===== config.mk =====
export PLATFORM = sky130hd
export DESIGN_NAME = bfa_idx_split
export DESIGN_NICKNAME = d
export VERILOG_FILES = /design/src/rtl/core/bfa_pkg.sv /design/src/rtl/core/bfa_idx_split.sv
export SDC_FILE = /design/constraint.sdc
export NUM_CORES = 1
export LEC_CHECK = 0
export CORE_AREA = 5 5 42 44
export CTS_CLUSTER_DIAMETER = 60
export DETAILED_ROUTE_END_ITERATION = 8
export DIE_AREA = 0 0 47 49
export DONT_BUFFER_PORTS = 1
export GPL_TIMING_DRIVEN = 0
export PLACE_DENSITY = 0.38
export SKIP_CTS_REPAIR_TIMING = 1
export SLEW_MARGIN = 10
export SYNTH_ARGS = -nofsm -noshare
export SYNTH_HDL_FRONTEND = slang
export SYNTH_SLANG_ARGS = --single-unit

===== constraint.sdc =====
create_clock -name clk -period 0.8 [get_ports clk]
set_input_delay 0.12 -clock clk [delete_from_list [all_inputs] [get_ports clk]]
set_output_delay 0.12 -clock clk [all_outputs]
set_load 0.01 [all_outputs]

===== src/rtl/core/bfa_pkg.sv =====
package bfa_pkg;

  // field widths
  localparam int FRAME_W  = 20;
  localparam int COUNT_W  = 13;
  localparam int CMD_W    = 2;
  localparam int STATUS_W = 2;
  localparam int CFG_IDX_W  = 2;
  localparam int CFG_DATA_W = 20;

  // stream payload widths, padded to whole bytes
  localparam int IN_DATA_W  = 40;
  localparam int OUT_DATA_W = 40;
  localparam int IN_PAD     = IN_DATA_W - FRAME_W - COUNT_W;
  localparam int OUT_PAD    = OUT_DATA_W - FRAME_W - COUNT_W;

  // default sizing
  localparam int MAX_FRAMES_DEF = 4096;
  localparam int WORD_BITS_DEF  = 64;

  // register reset values
  localparam logic [FRAME_W-1:0] BASE_RST = '0;
  localparam int                 POOL_RST = 4096;
  localparam logic               RESV_RST = 1'b1;

  // configuration register indexes
  localparam logic [CFG_IDX_W-1:0] CFG_BASE = 2'd0;
  localparam logic [CFG_IDX_W-1:0] CFG_POOL = 2'd1;
  localparam logic [CFG_IDX_W-1:0] CFG_RESV = 2'd2;

  typedef enum logic [CMD_W-1:0] {
    CMD_INIT  = 2'd0,
    CMD_ALLOC = 2'd1,
    CMD_FREE  = 2'd2,
    CMD_MARK  = 2'd3
  } cmd_t;

  typedef enum logic [STATUS_W-1:0] {
    ST_OK           = 2'd0,
    ST_EMPTY        = 2'd1,
    ST_OUTSIDE      = 2'd2,
    ST_ALREADY_FREE = 2'd3
  } status_t;

  typedef enum logic [2:0] {
    S_INIT,
    S_IDLE,
    S_SEG,
    S_LOAD,
    S_RD,
    S_MOD,
    S_RESP
  } state_t;

endpackage


===== src/rtl/core/bfa_idx_split.sv =====
module bfa_idx_split
  import bfa_pkg::*;
#(
  parameter int MAX_FRAMES = MAX_FRAMES_DEF,
  parameter int WORD_BITS  = WORD_BITS_DEF,
  localparam int NWORDS = (MAX_FRAMES + WORD_BITS - 1) / WORD_BITS,
  localparam int AW     = (NWORDS > 1) ? $clog2(NWORDS) : 1,
  localparam int BW     = $clog2(WORD_BITS),
  localparam int IDX_W  = $clog2(MAX_FRAMES)
) (
  input  logic             clk,
  input  logic [IDX_W-1:0] idx_in,
  output logic [AW-1:0]    word_out,
  output logic [BW-1:0]    bit_out
);

  // reciprocal scaled so the quotient is exact over the whole index range
  localparam int SH    = IDX_W + BW;
  localparam int RECIP = ((1 << SH) + WORD_BITS - 1) / WORD_BITS;
  localparam int RW    = $clog2(RECIP + 1);
  localparam int PW    = IDX_W + RW;

  logic [PW-1:0]    prod_r;
  logic [IDX_W-1:0] idx_d_r;
  logic [PW-1:0]    quot;
  logic [IDX_W-1:0] wbase;
  logic [IDX_W-1:0] rem;

  // stage one: multiply by the reciprocal
  always_ff @(posedge clk) begin
    prod_r  <= PW'(idx_in) * PW'(RECIP);
    idx_d_r <= idx_in;
  end

  // stage two: quotient and remainder
  always_comb begin
    quot  = prod_r >> SH;
    wbase = IDX_W'(quot) * IDX_W'(WORD_BITS);
    rem   = idx_d_r - wbase;
  end

  assign word_out = AW'(quot);
  assign bit_out  = BW'(rem);

endmodule


* Yosys cells after proc, flatten, opt, wreduce, memory -nomap -nowiden
Cells that the tools add are included.
Widths: inputs -> output; s select.
** Operators by class
- Multipliers :: 0
- Reduce and logical (&&, ||, !) cells :: 0
- $add $sub $neg :: 1
- Div/mod/pow operators :: 0
- $lt $le $gt $ge :: 0
- Mux-type cells :: 0
- Equality and inequality tests :: 0
- Shifts and indexed selects :: 0
- Bitwise operators :: 0
** Operators with widths (number)
- $sub 6x1->6 const B :: 1
** Word-level totals
- Memory bits (writable) :: 0
- Latch bits :: 0
- Memories :: 0
- Output and inout port bits :: 12
- Register bits :: 12
- Bits in read-only memories :: 0
- Logic and storage cells :: 2
- Input bits :: 13

* Logic depth before layout (Yosys ltp)
- Word-level depth :: 1
- Depth in mapped cells :: 0
- Gate-level depth less buffers :: 0

* Worst setup path after synthesis
Ideal clock, no wire load.
- Path type :: reg-to-output
- From :: reg, netlist name prod_r[12]
- To :: out bit_out[0]
- Buffers on the path :: 0
- Stages on the path, launching flop included :: 1
- Arrival :: 0.331 ns
- Required time :: 0.680 ns
- Path slack :: 0.349 ns
- Cell sequence :: dfxtp_1
** RTL lines
- to (decl) :: RTL line bfa_idx_split.sv:14 : output logic [BW-1:0] bit_out

==> results.toml <==
[final_layout]
nMultiInputCombCells = 0
nets = 42
final_util_pct = 29.9
syn_to_final_growth_pct = 74.5
n_antenna_cell = 0
final_cell_mix = "dlygate4sd3_1 (12), dfxtp_1 (10), clkbuf_4 (3)"
multi_input_area_sq_um = 0
reg.largest.list = "prod_r: 12 flops"
design_area_sq_um = 419
top_register = "prod_r"
nFillCells = 144
largest_reg_flops = 12
instances_no_fill = 44
final_common_cell = "dlygate4sd3_1"
drive_gt1_share_pct = 21.4

[timing]
whs_ns = 0.404
period_share_pct = 93.4
fin_ws_ns = 0.0528
setup_violations = 0
setup_tns_ns = 0
tightest_slew_ns = 0.122
maxSlewViolCount = 0
fmax_mhz = 1340
period_needed_ns = 0.747
grt_setup_unrepaired = "false"
maxSlewHeadroom_pct = 91.8
hold_viol_final = 0

[clocking]
htree_levels = 1
cts-root-buf = "clkbuf_4"
cts_buffer_depth = 2
cts.clk_slew.worst_paths_ns = 0.07
cts_sinks = 12
tritoncts = "done"
cts_buffers = 3

[synthesis]
synth_cell_types = 1
syn-num-nets = 25
yosys_warnings = 0
netlist_area_sq_um = 240
netlist_instances = 12
syn_avg_cell_area_sq_um = 20.0
seq_area_frac_synth_pct = 100
ys_ff_latch = 12

[setup_path]
critPathArrivalTime_ns = 0.63
cp_data_required_time_ns = 0.68
path_class = "reg -> out"
critPathMaxFanout = 1
cp-start-kind = "flop"
end_kind = "primary output"

[floorplanning]
dieWidth_microns = 47
initial_core_util_pct = 17.1
die_h_microns = 49
die_area_sq_um = 2300
rows = 14
core_sq_um = 1400
ios = 25

[placement]
placement.io_buffers = 0
dp_cells = 28
placed_area_sq_um = 260
gp_congestion = 0.552
dp_slack_ns = 0.330

[route]
vias = 144
ant_nets = 0
firstDrtPassIters = 1
drt-total-wl_microns = 432
drtIter0Drc = 0
viasPerCell = 3.27
wl_per_cell_microns = 9.82
post-route-drc-count = 0

[pwr]
vdd_drop_max_uv = 1160
p_leak_nw = 0.172
powerDensity_nw_per_um2 = 2740
totalPowerFinal_mw = 1.15

[global_route]
grt_usage_pct = 4.37
grt_pass1_vias = 139
antenna_found_initial = 0
grt_max_degree = 8
grt_pass1_wl_microns = 579
grt_overflow = 0

[worst_hold_path]
worstHoldEndpoint = "prod_r[23]$_DFF_P_"
hp-class = "in -> reg"
holdPathStages = 1
min_from = "idx_in[11]"

[status]
outcome = "finished clean"

[run]
maxCapViolCount = 0
-- synthesized netlist by cell type --
cell type / number / share of area [%]
dfxtp_1: 12 / 100
-- layer usage --
metal	global-route usage, %	part of all wire (%)
met3	9.96	31
met2	4.75	37
met5	0	0
met4	1.38	0
met1	2.43	32
-- where the power goes --
part	total, mW	switching (mW)	internal [mW]
Combinational	0.0444	0.00593	0.0384
Clock	0.445	0.170	0.276
Sequential	0.659	0.0274	0.631
-- worst max-delay path by stage --
stage               cells past startpoint                from  slack (ns)     endpoint
floorplan                               0  prod_r[12]$_DFF_P_        0.35   bit_out[0]
global placement                        0  prod_r[13]$_DFF_P_        0.32   bit_out[1]
detailed placement                      0  prod_r[16]$_DFF_P_        0.33   bit_out[4]
CTS                                     0  prod_r[16]$_DFF_P_        0.04   bit_out[4]
global route                            0  prod_r[19]$_DFF_P_       0.001  word_out[1]
finish                                  0  prod_r[16]$_DFF_P_        0.05   bit_out[4]
-- logic make-up after synthesis --
family	count (synthesis)	share of synthesized area, %
flip-flops	12	100
-- area by class of cell --
cell class / instances / area [sq um] / share of cell area [%]
repair buffers: 12 / 120 / 28.7
clock buffers: 4 / 36.3 / 8.66
flip-flops and latches: 12 / 243 / 57.9
well taps: 16 / 20.0 / 4.78
No activity file was read; power rests on OpenSTA's default activity.
