[src/rtl/core/bfa_pkg.sv]
package bfa_pkg;

  // field widths
  localparam int FRAME_W  = 20;
  localparam int COUNT_W  = 13;
  localparam int CMD_W    = 2;
  localparam int STATUS_W = 2;
  localparam int CFG_IDX_W  = 2;
  localparam int CFG_DATA_W = 20;

  // stream payload widths, padded to whole bytes
  localparam int IN_DATA_W  = 40;
  localparam int OUT_DATA_W = 40;
  localparam int IN_PAD     = IN_DATA_W - FRAME_W - COUNT_W;
  localparam int OUT_PAD    = OUT_DATA_W - FRAME_W - COUNT_W;

  // default sizing
  localparam int MAX_FRAMES_DEF = 4096;
  localparam int WORD_BITS_DEF  = 64;

  // register reset values
  localparam logic [FRAME_W-1:0] BASE_RST = '0;
  localparam int                 POOL_RST = 4096;
  localparam logic               RESV_RST = 1'b1;

  // configuration register indexes
  localparam logic [CFG_IDX_W-1:0] CFG_BASE = 2'd0;
  localparam logic [CFG_IDX_W-1:0] CFG_POOL = 2'd1;
  localparam logic [CFG_IDX_W-1:0] CFG_RESV = 2'd2;

  typedef enum logic [CMD_W-1:0] {
    CMD_INIT  = 2'd0,
    CMD_ALLOC = 2'd1,
    CMD_FREE  = 2'd2,
    CMD_MARK  = 2'd3
  } cmd_t;

  typedef enum logic [STATUS_W-1:0] {
    ST_OK           = 2'd0,
    ST_EMPTY        = 2'd1,
    ST_OUTSIDE      = 2'd2,
    ST_ALREADY_FREE = 2'd3
  } status_t;

  typedef enum logic [2:0] {
    S_INIT,
    S_IDLE,
    S_SEG,
    S_LOAD,
    S_RD,
    S_MOD,
    S_RESP
  } state_t;

endpackage

[src/rtl/core/bfa_ram.sv]
module bfa_ram
  import bfa_pkg::*;
#(
  parameter int DEPTH = 64,
  parameter int WIDTH = 64,
  localparam int AW = (DEPTH > 1) ? $clog2(DEPTH) : 1
) (
  input  logic             clk,
  input  logic             we,
  input  logic [AW-1:0]    addr,
  input  logic [WIDTH-1:0] wdata,
  output logic [WIDTH-1:0] rdata
);

  logic [WIDTH-1:0] mem [DEPTH];
  logic [WIDTH-1:0] rdata_r;

  // single port, read returns the old word on a same-cycle write
  always_ff @(posedge clk) begin
    if (we) begin
      mem[addr] <= wdata;
    end
    rdata_r <= mem[addr];
  end

  assign rdata = rdata_r;

endmodule

[config.mk]
export PLATFORM = sky130hd
export DESIGN_NAME = bfa_ram
export DESIGN_NICKNAME = d
export VERILOG_FILES = /design/src/rtl/core/bfa_pkg.sv /design/src/rtl/core/bfa_ram.sv
export SDC_FILE = /design/constraint.sdc
export NUM_CORES = 2
export LEC_CHECK = 0
export BUFFER_PORTS_ARGS = -buffer_cell sky130_fd_sc_hd__buf_2
export CAP_MARGIN = 15
export CORE_ASPECT_RATIO = 1.5
export CORE_MARGIN = 10
export CORE_UTILIZATION = 35
export DETAILED_ROUTE_END_ITERATION = 7
export PLACE_DENSITY = 0.6
export SYNTH_ARGS = -nofsm -noshare
export SYNTH_HDL_FRONTEND = slang
export SYNTH_SLANG_ARGS = --single-unit
[constraint.sdc]
create_clock -name clk -period 14.03 [get_ports clk]
set_clock_uncertainty 0.15 [all_clocks]
set_input_delay 0 -clock clk [delete_from_list [all_inputs] [get_ports clk]]
set_output_delay 0 -clock clk [all_outputs]
set_load 0.03 [all_outputs]
After elaboration in Yosys (flattened, before gate mapping)
Memory sizes are Yosys's and may differ from the RTL's. A register that Yosys moved wholly into a read port is not among the register bits.
Index checks and enable logic that the tools add are counted.
{"block": "totals", "regBits": 0, "ram_bits": 4096, "input_bits": 72, "out_inout_bits": 64, "elab_cells": 3, "n_memories": 1}
{"block": "classes", "n_mux": 2}
{"name": "mem", "words": 64, "word_bits": 64, "read_ports": 1, "rd_clocked_by_memory_dff": 1, "write_ports": 1, "line": "bfa_ram.sv:15", "rtl": "logic [WIDTH-1:0] mem [DEPTH];"}
{"cell": "$mux W1", "count": 2}

Logic depth before layout (Yosys ltp)
{"block": "logic_depth", "ltp_word": 2, "mapped_depth": 11, "depth_no_buf": 6}

Least setup slack after synthesis
No wires, ideal clock.
{"block": "synth_timing", "path_type": "input-to-reg", "startpoint": "input addr[2]", "endpoint": "memory mem[15][0] (enable)", "arrival_ps": 4016, "required_ps": 13393, "slack_ps": 9377, "cell_stages": 9, "n_path_buf": 7, "cell_sequence": "buf_4 buf_6 buf_4 buf_4 buf_4 buf_4 buf_2 nand3_1 nor2_1"}
{"element": "start, declared", "line": "bfa_ram.sv:10", "rtl": "input logic [AW-1:0] addr,"}
{"element": "end, declared", "line": "bfa_ram.sv:15"}
Straight into the memory's write port.

==> results.sh <==
export IMPL_clock_sinks=4160
export IMPL_grt_pass1_vias=90200
export IMPL_yosysSeqAreaShare=0.799
export IMPL_path_common_cell="dlygate4sd3_1"
export IMPL_dieArea_um2=472000
export IMPL_start_util=0.352
export IMPL_dr_wl_met3_um=44700
export IMPL_synth_largest_area_cell="edfxtp_1"
export IMPL_critPathCaptureType="register"
export IMPL_rsz0062_at_grt="false"
export IMPL_instances_no_fill=15100
export IMPL_synth_edf_count=4096
export IMPL_place_hpwl_um=283000
export IMPL_ys_ff_latch=4160
export IMPL_nNetsFinal=8933
export IMPL_critPathLaunchType="input port"
export IMPL_fin_crit_ns=5.70
export IMPL_slowest_stage="buf_4"
export IMPL_synth_nets=8691
export IMPL_cts_buffer_depth=4
export IMPL_drive_gt1_frac=0.147
export IMPL_path_clk_slew_ns=0.07
export IMPL_ir_drop_mv=0.108
export IMPL_worstPathArrival_ns=6.44
export IMPL_drc=0
export IMPL_grt_max_degree=142
export IMPL_met2WireLength_um=256000
export IMPL_syn_area_um2=155000
export IMPL_synthCells=8619
export IMPL_ant_nets=0
export IMPL_timing_setup_tns_ns=0
export IMPL_antenna_found_initial=38
export IMPL_overflow=0
export IMPL_finalSetupViolations=0
export IMPL_fp_coreArea_um2=442000
export IMPL_crit_type="input port to register"
export IMPL_p_leak_nw=54.5
export IMPL_ios=136
export IMPL_routed_wl_um=510000
export IMPL_min_path_type="input port to register"
export IMPL_h_tree_depth=5
export IMPL_drtIter0Drc=11400
export IMPL_synthToLayoutAreaGrowth_pct=13.9
export IMPL_ys_types=57
export IMPL_cp_max_fo=92
export IMPL_fp_dieH_um=836
export IMPL_numPortBuffers=135
export IMPL_maxSlewViolCount=0
export IMPL_root_buffer="clkbuf_16"
export IMPL_nFillCells=39300
export IMPL_worstSkewPairLatency_ns=0.96
export IMPL_met1_length_um=174000
export IMPL_highest_layer="met5"
export IMPL_crit_path_cell_trace="dlygate4sd3_1 > buf_8 > buf_12 > nor2b_4 > buf_4 > buf_4 > a221oi_1 > o22ai_1 > dlygate4sd3_1 > a22oi_1 > dlygate4sd3_1 > nand3b_1 > dlygate4sd3_1"
export IMPL_rows=299
export IMPL_hold_violations=8
export IMPL_cp_required_ns=14.78
export IMPL_ctsResizeCount=0
export IMPL_clock_fmax_ghz=0.176
export IMPL_dieWidth_um=564
export IMPL_synth_top_cell_area_share=0.791
export IMPL_worst_slew_margin_rel=0.175
export IMPL_cts_tree="done"
export IMPL_num_vias=90500
export IMPL_status="finished, violations left"
export IMPL_violations="hold timing"
export IMPL_synthFlopType="edfxtp_1"
export IMPL_power_density_nw_per_um2=145
export IMPL_via_per_inst=6.02
export IMPL_maxCapViolCount=0
export IMPL_gp_congestion=0.839
export IMPL_dr_pass1_iters=6
export IMPL_finalCritPeriodShare=0.406
export IMPL_slowest_delay_ns=0.85
export IMPL_dp_cells=14300
export IMPL_synthTopCellsByArea="edfxtp_1 79%, a221oi_1 3.6%, a22oi_1 3.3%, mux2i_1 2.2%, o22ai_1 2.0%"
export IMPL_yosys_warnings=0
export IMPL_tightest_slew_ns=1.24
export IMPL_cts_buffers=375
export IMPL_grt_usage=0.207
export IMPL_grt_pass1_wl_um=704000
export IMPL_async_flop_share=0
export IMPL_wl_per_cell_um=33.9
export IMPL_hold_slack_ns=-0.00977
export IMPL_syn_area_per_cell_um2=18.0
==> registers in the layout, summed over array words and instances, names as in the netlist <==
signal	cells
mem	4096
rdata	64
==> worst paths after layout <==
kind                                             from              endpoint  slack (ns)  depth (start not counted)
worst max register to register  mem[57][49]$_DFFE_PP_     rdata[49]$_DFF_P_       10.78                          8
worst min-delay path                        wdata[27]  mem[0][27]$_DFFE_PP_       -0.01                          2
worst min register to register  mem[20][43]$_DFFE_PP_     rdata[43]$_DFF_P_        0.46                          4
worst max-delay path                          addr[2]     rdata[49]$_DFF_P_        8.33                         13
==> placed cells by master (no fill, tap or decap), drive strengths merged, types with 13 or more instances in the layout <==
cell / synthesis / layout
edfxtp: 4096 / 4096
nand3b: 30 / 30
bufinv: 0 / 43
mux4: 63 / 63
o2111a: 30 / 30
diode: 0 / 16
inv: 3 / 18
dlygate4sd3: 0 / 87
a221o: 30 / 30
a222oi: 28 / 28
mux2: 204 / 204
a311oi: 27 / 27
clkbuf: 280 / 471
o22ai: 506 / 506
nand4: 36 / 36
buf: 375 / 433
o21ai: 140 / 140
a21oi: 210 / 210
nand2: 311 / 311
a22oi: 684 / 684
nor3: 25 / 25
o2111ai: 27 / 27
a221oi: 637 / 637
clkinv: 0 / 135
dfxtp: 64 / 64
nor2: 304 / 304
a211oi: 33 / 33
nor4: 58 / 58
mux2i: 337 / 337
clkinvlp: 0 / 18
o221ai: 13 / 13
==> worst max-delay path, delay by kind of cell <==
family	cells	cell delay, ns
buffers and inverters	8	4.87
and+or+nand+nor	2	0.74
AOI/OAI and AO/OA	3	0.45
==> synth_stat cells, drive strengths merged (3+ instances only) <==
cell     number
o32ai         5
a221oi      637
o2111a       30
nor3         25
o22ai       506
a211oi       33
inv           3
and2          4
or3           7
mux2        204
o21ai       140
a22o          6
or4           5
a21oi       210
nor2        304
dfxtp        64
nand2       311
mux2i       337
edfxtp     4096
a222oi       28
nand2b        4
nand3         7
clkbuf      280
mux4         63
a22oi       684
o22a          3
a221o        30
o221ai       13
nand3b       30
nor2b         8
and3b         3
buf         375
o2111ai      27
a311oi       27
nand4        36
nor4         58
==> cells by family after synthesis <==
kind of cell           after synthesis  share of synthesized area
DFF                               4160                      0.799
AOI/OAI and AO/OA                 2389                      0.113
and+or+nand+nor                    808                     0.0228
buffers and inverters              658                     0.0189
muxes                              604                     0.0456
==> routing by layer <==
layer  track usage  up-vias
met5             0        -
met4         0.119        6
met3        0.0359     1401
met2         0.360     5556
met1         0.240    47000
li1              -    36600
==> what timing repair did <==
item	in CTS	in global routing
hold buffers	76	11
hold endpoints to repair	4159	81
setup buffers	0	0
==> cell type report <==
type / instances / area, um2 / area share
timing repair buffer: 520 / 4180 / 0.0236
inverter: 3 / 31.3 / 0.000177
antenna: 16 / 40.0 / 0.000226
clock inverter: 211 / 2360 / 0.0133
sequential: 4160 / 124000 / 0.702
multi-input combinational: 3801 / 28900 / 0.163
tap: 5869 / 7340 / 0.0415
clock buffer: 471 / 10000 / 0.0565
==> stage by stage <==
step           worst slack [ns]  cell area, um2  hold WS (ns)  power [W]   util
2_1_floorplan              9.38          155000       -0.0511     0.0148      -
3_3_place_gp               8.73          164000         0.296     0.0155  0.370
3_5_place_dp               8.64          164000         0.304     0.0155  0.370
4_1_cts                    8.52          177000       0.00952     0.0258  0.400
5_1_grt                    8.27          177000      -0.00423     0.0263  0.401
6_report                   8.33          177000      -0.00977     0.0257  0.401
==> report_power, final <==
| group | switching, W | leakage (nW) | internal (W) |
|---|---|---|---|
| Clock | 0.00459 | 6.01 | 0.00587 |
| Sequential | 0.0000905 | 37.4 | 0.0138 |
| Combinational | 0.00104 | 11.1 | 0.000373 |
| Total | 0.00572 | 54.5 | 0.0200 |
Note: power is estimated with default switching activity, not from simulation.
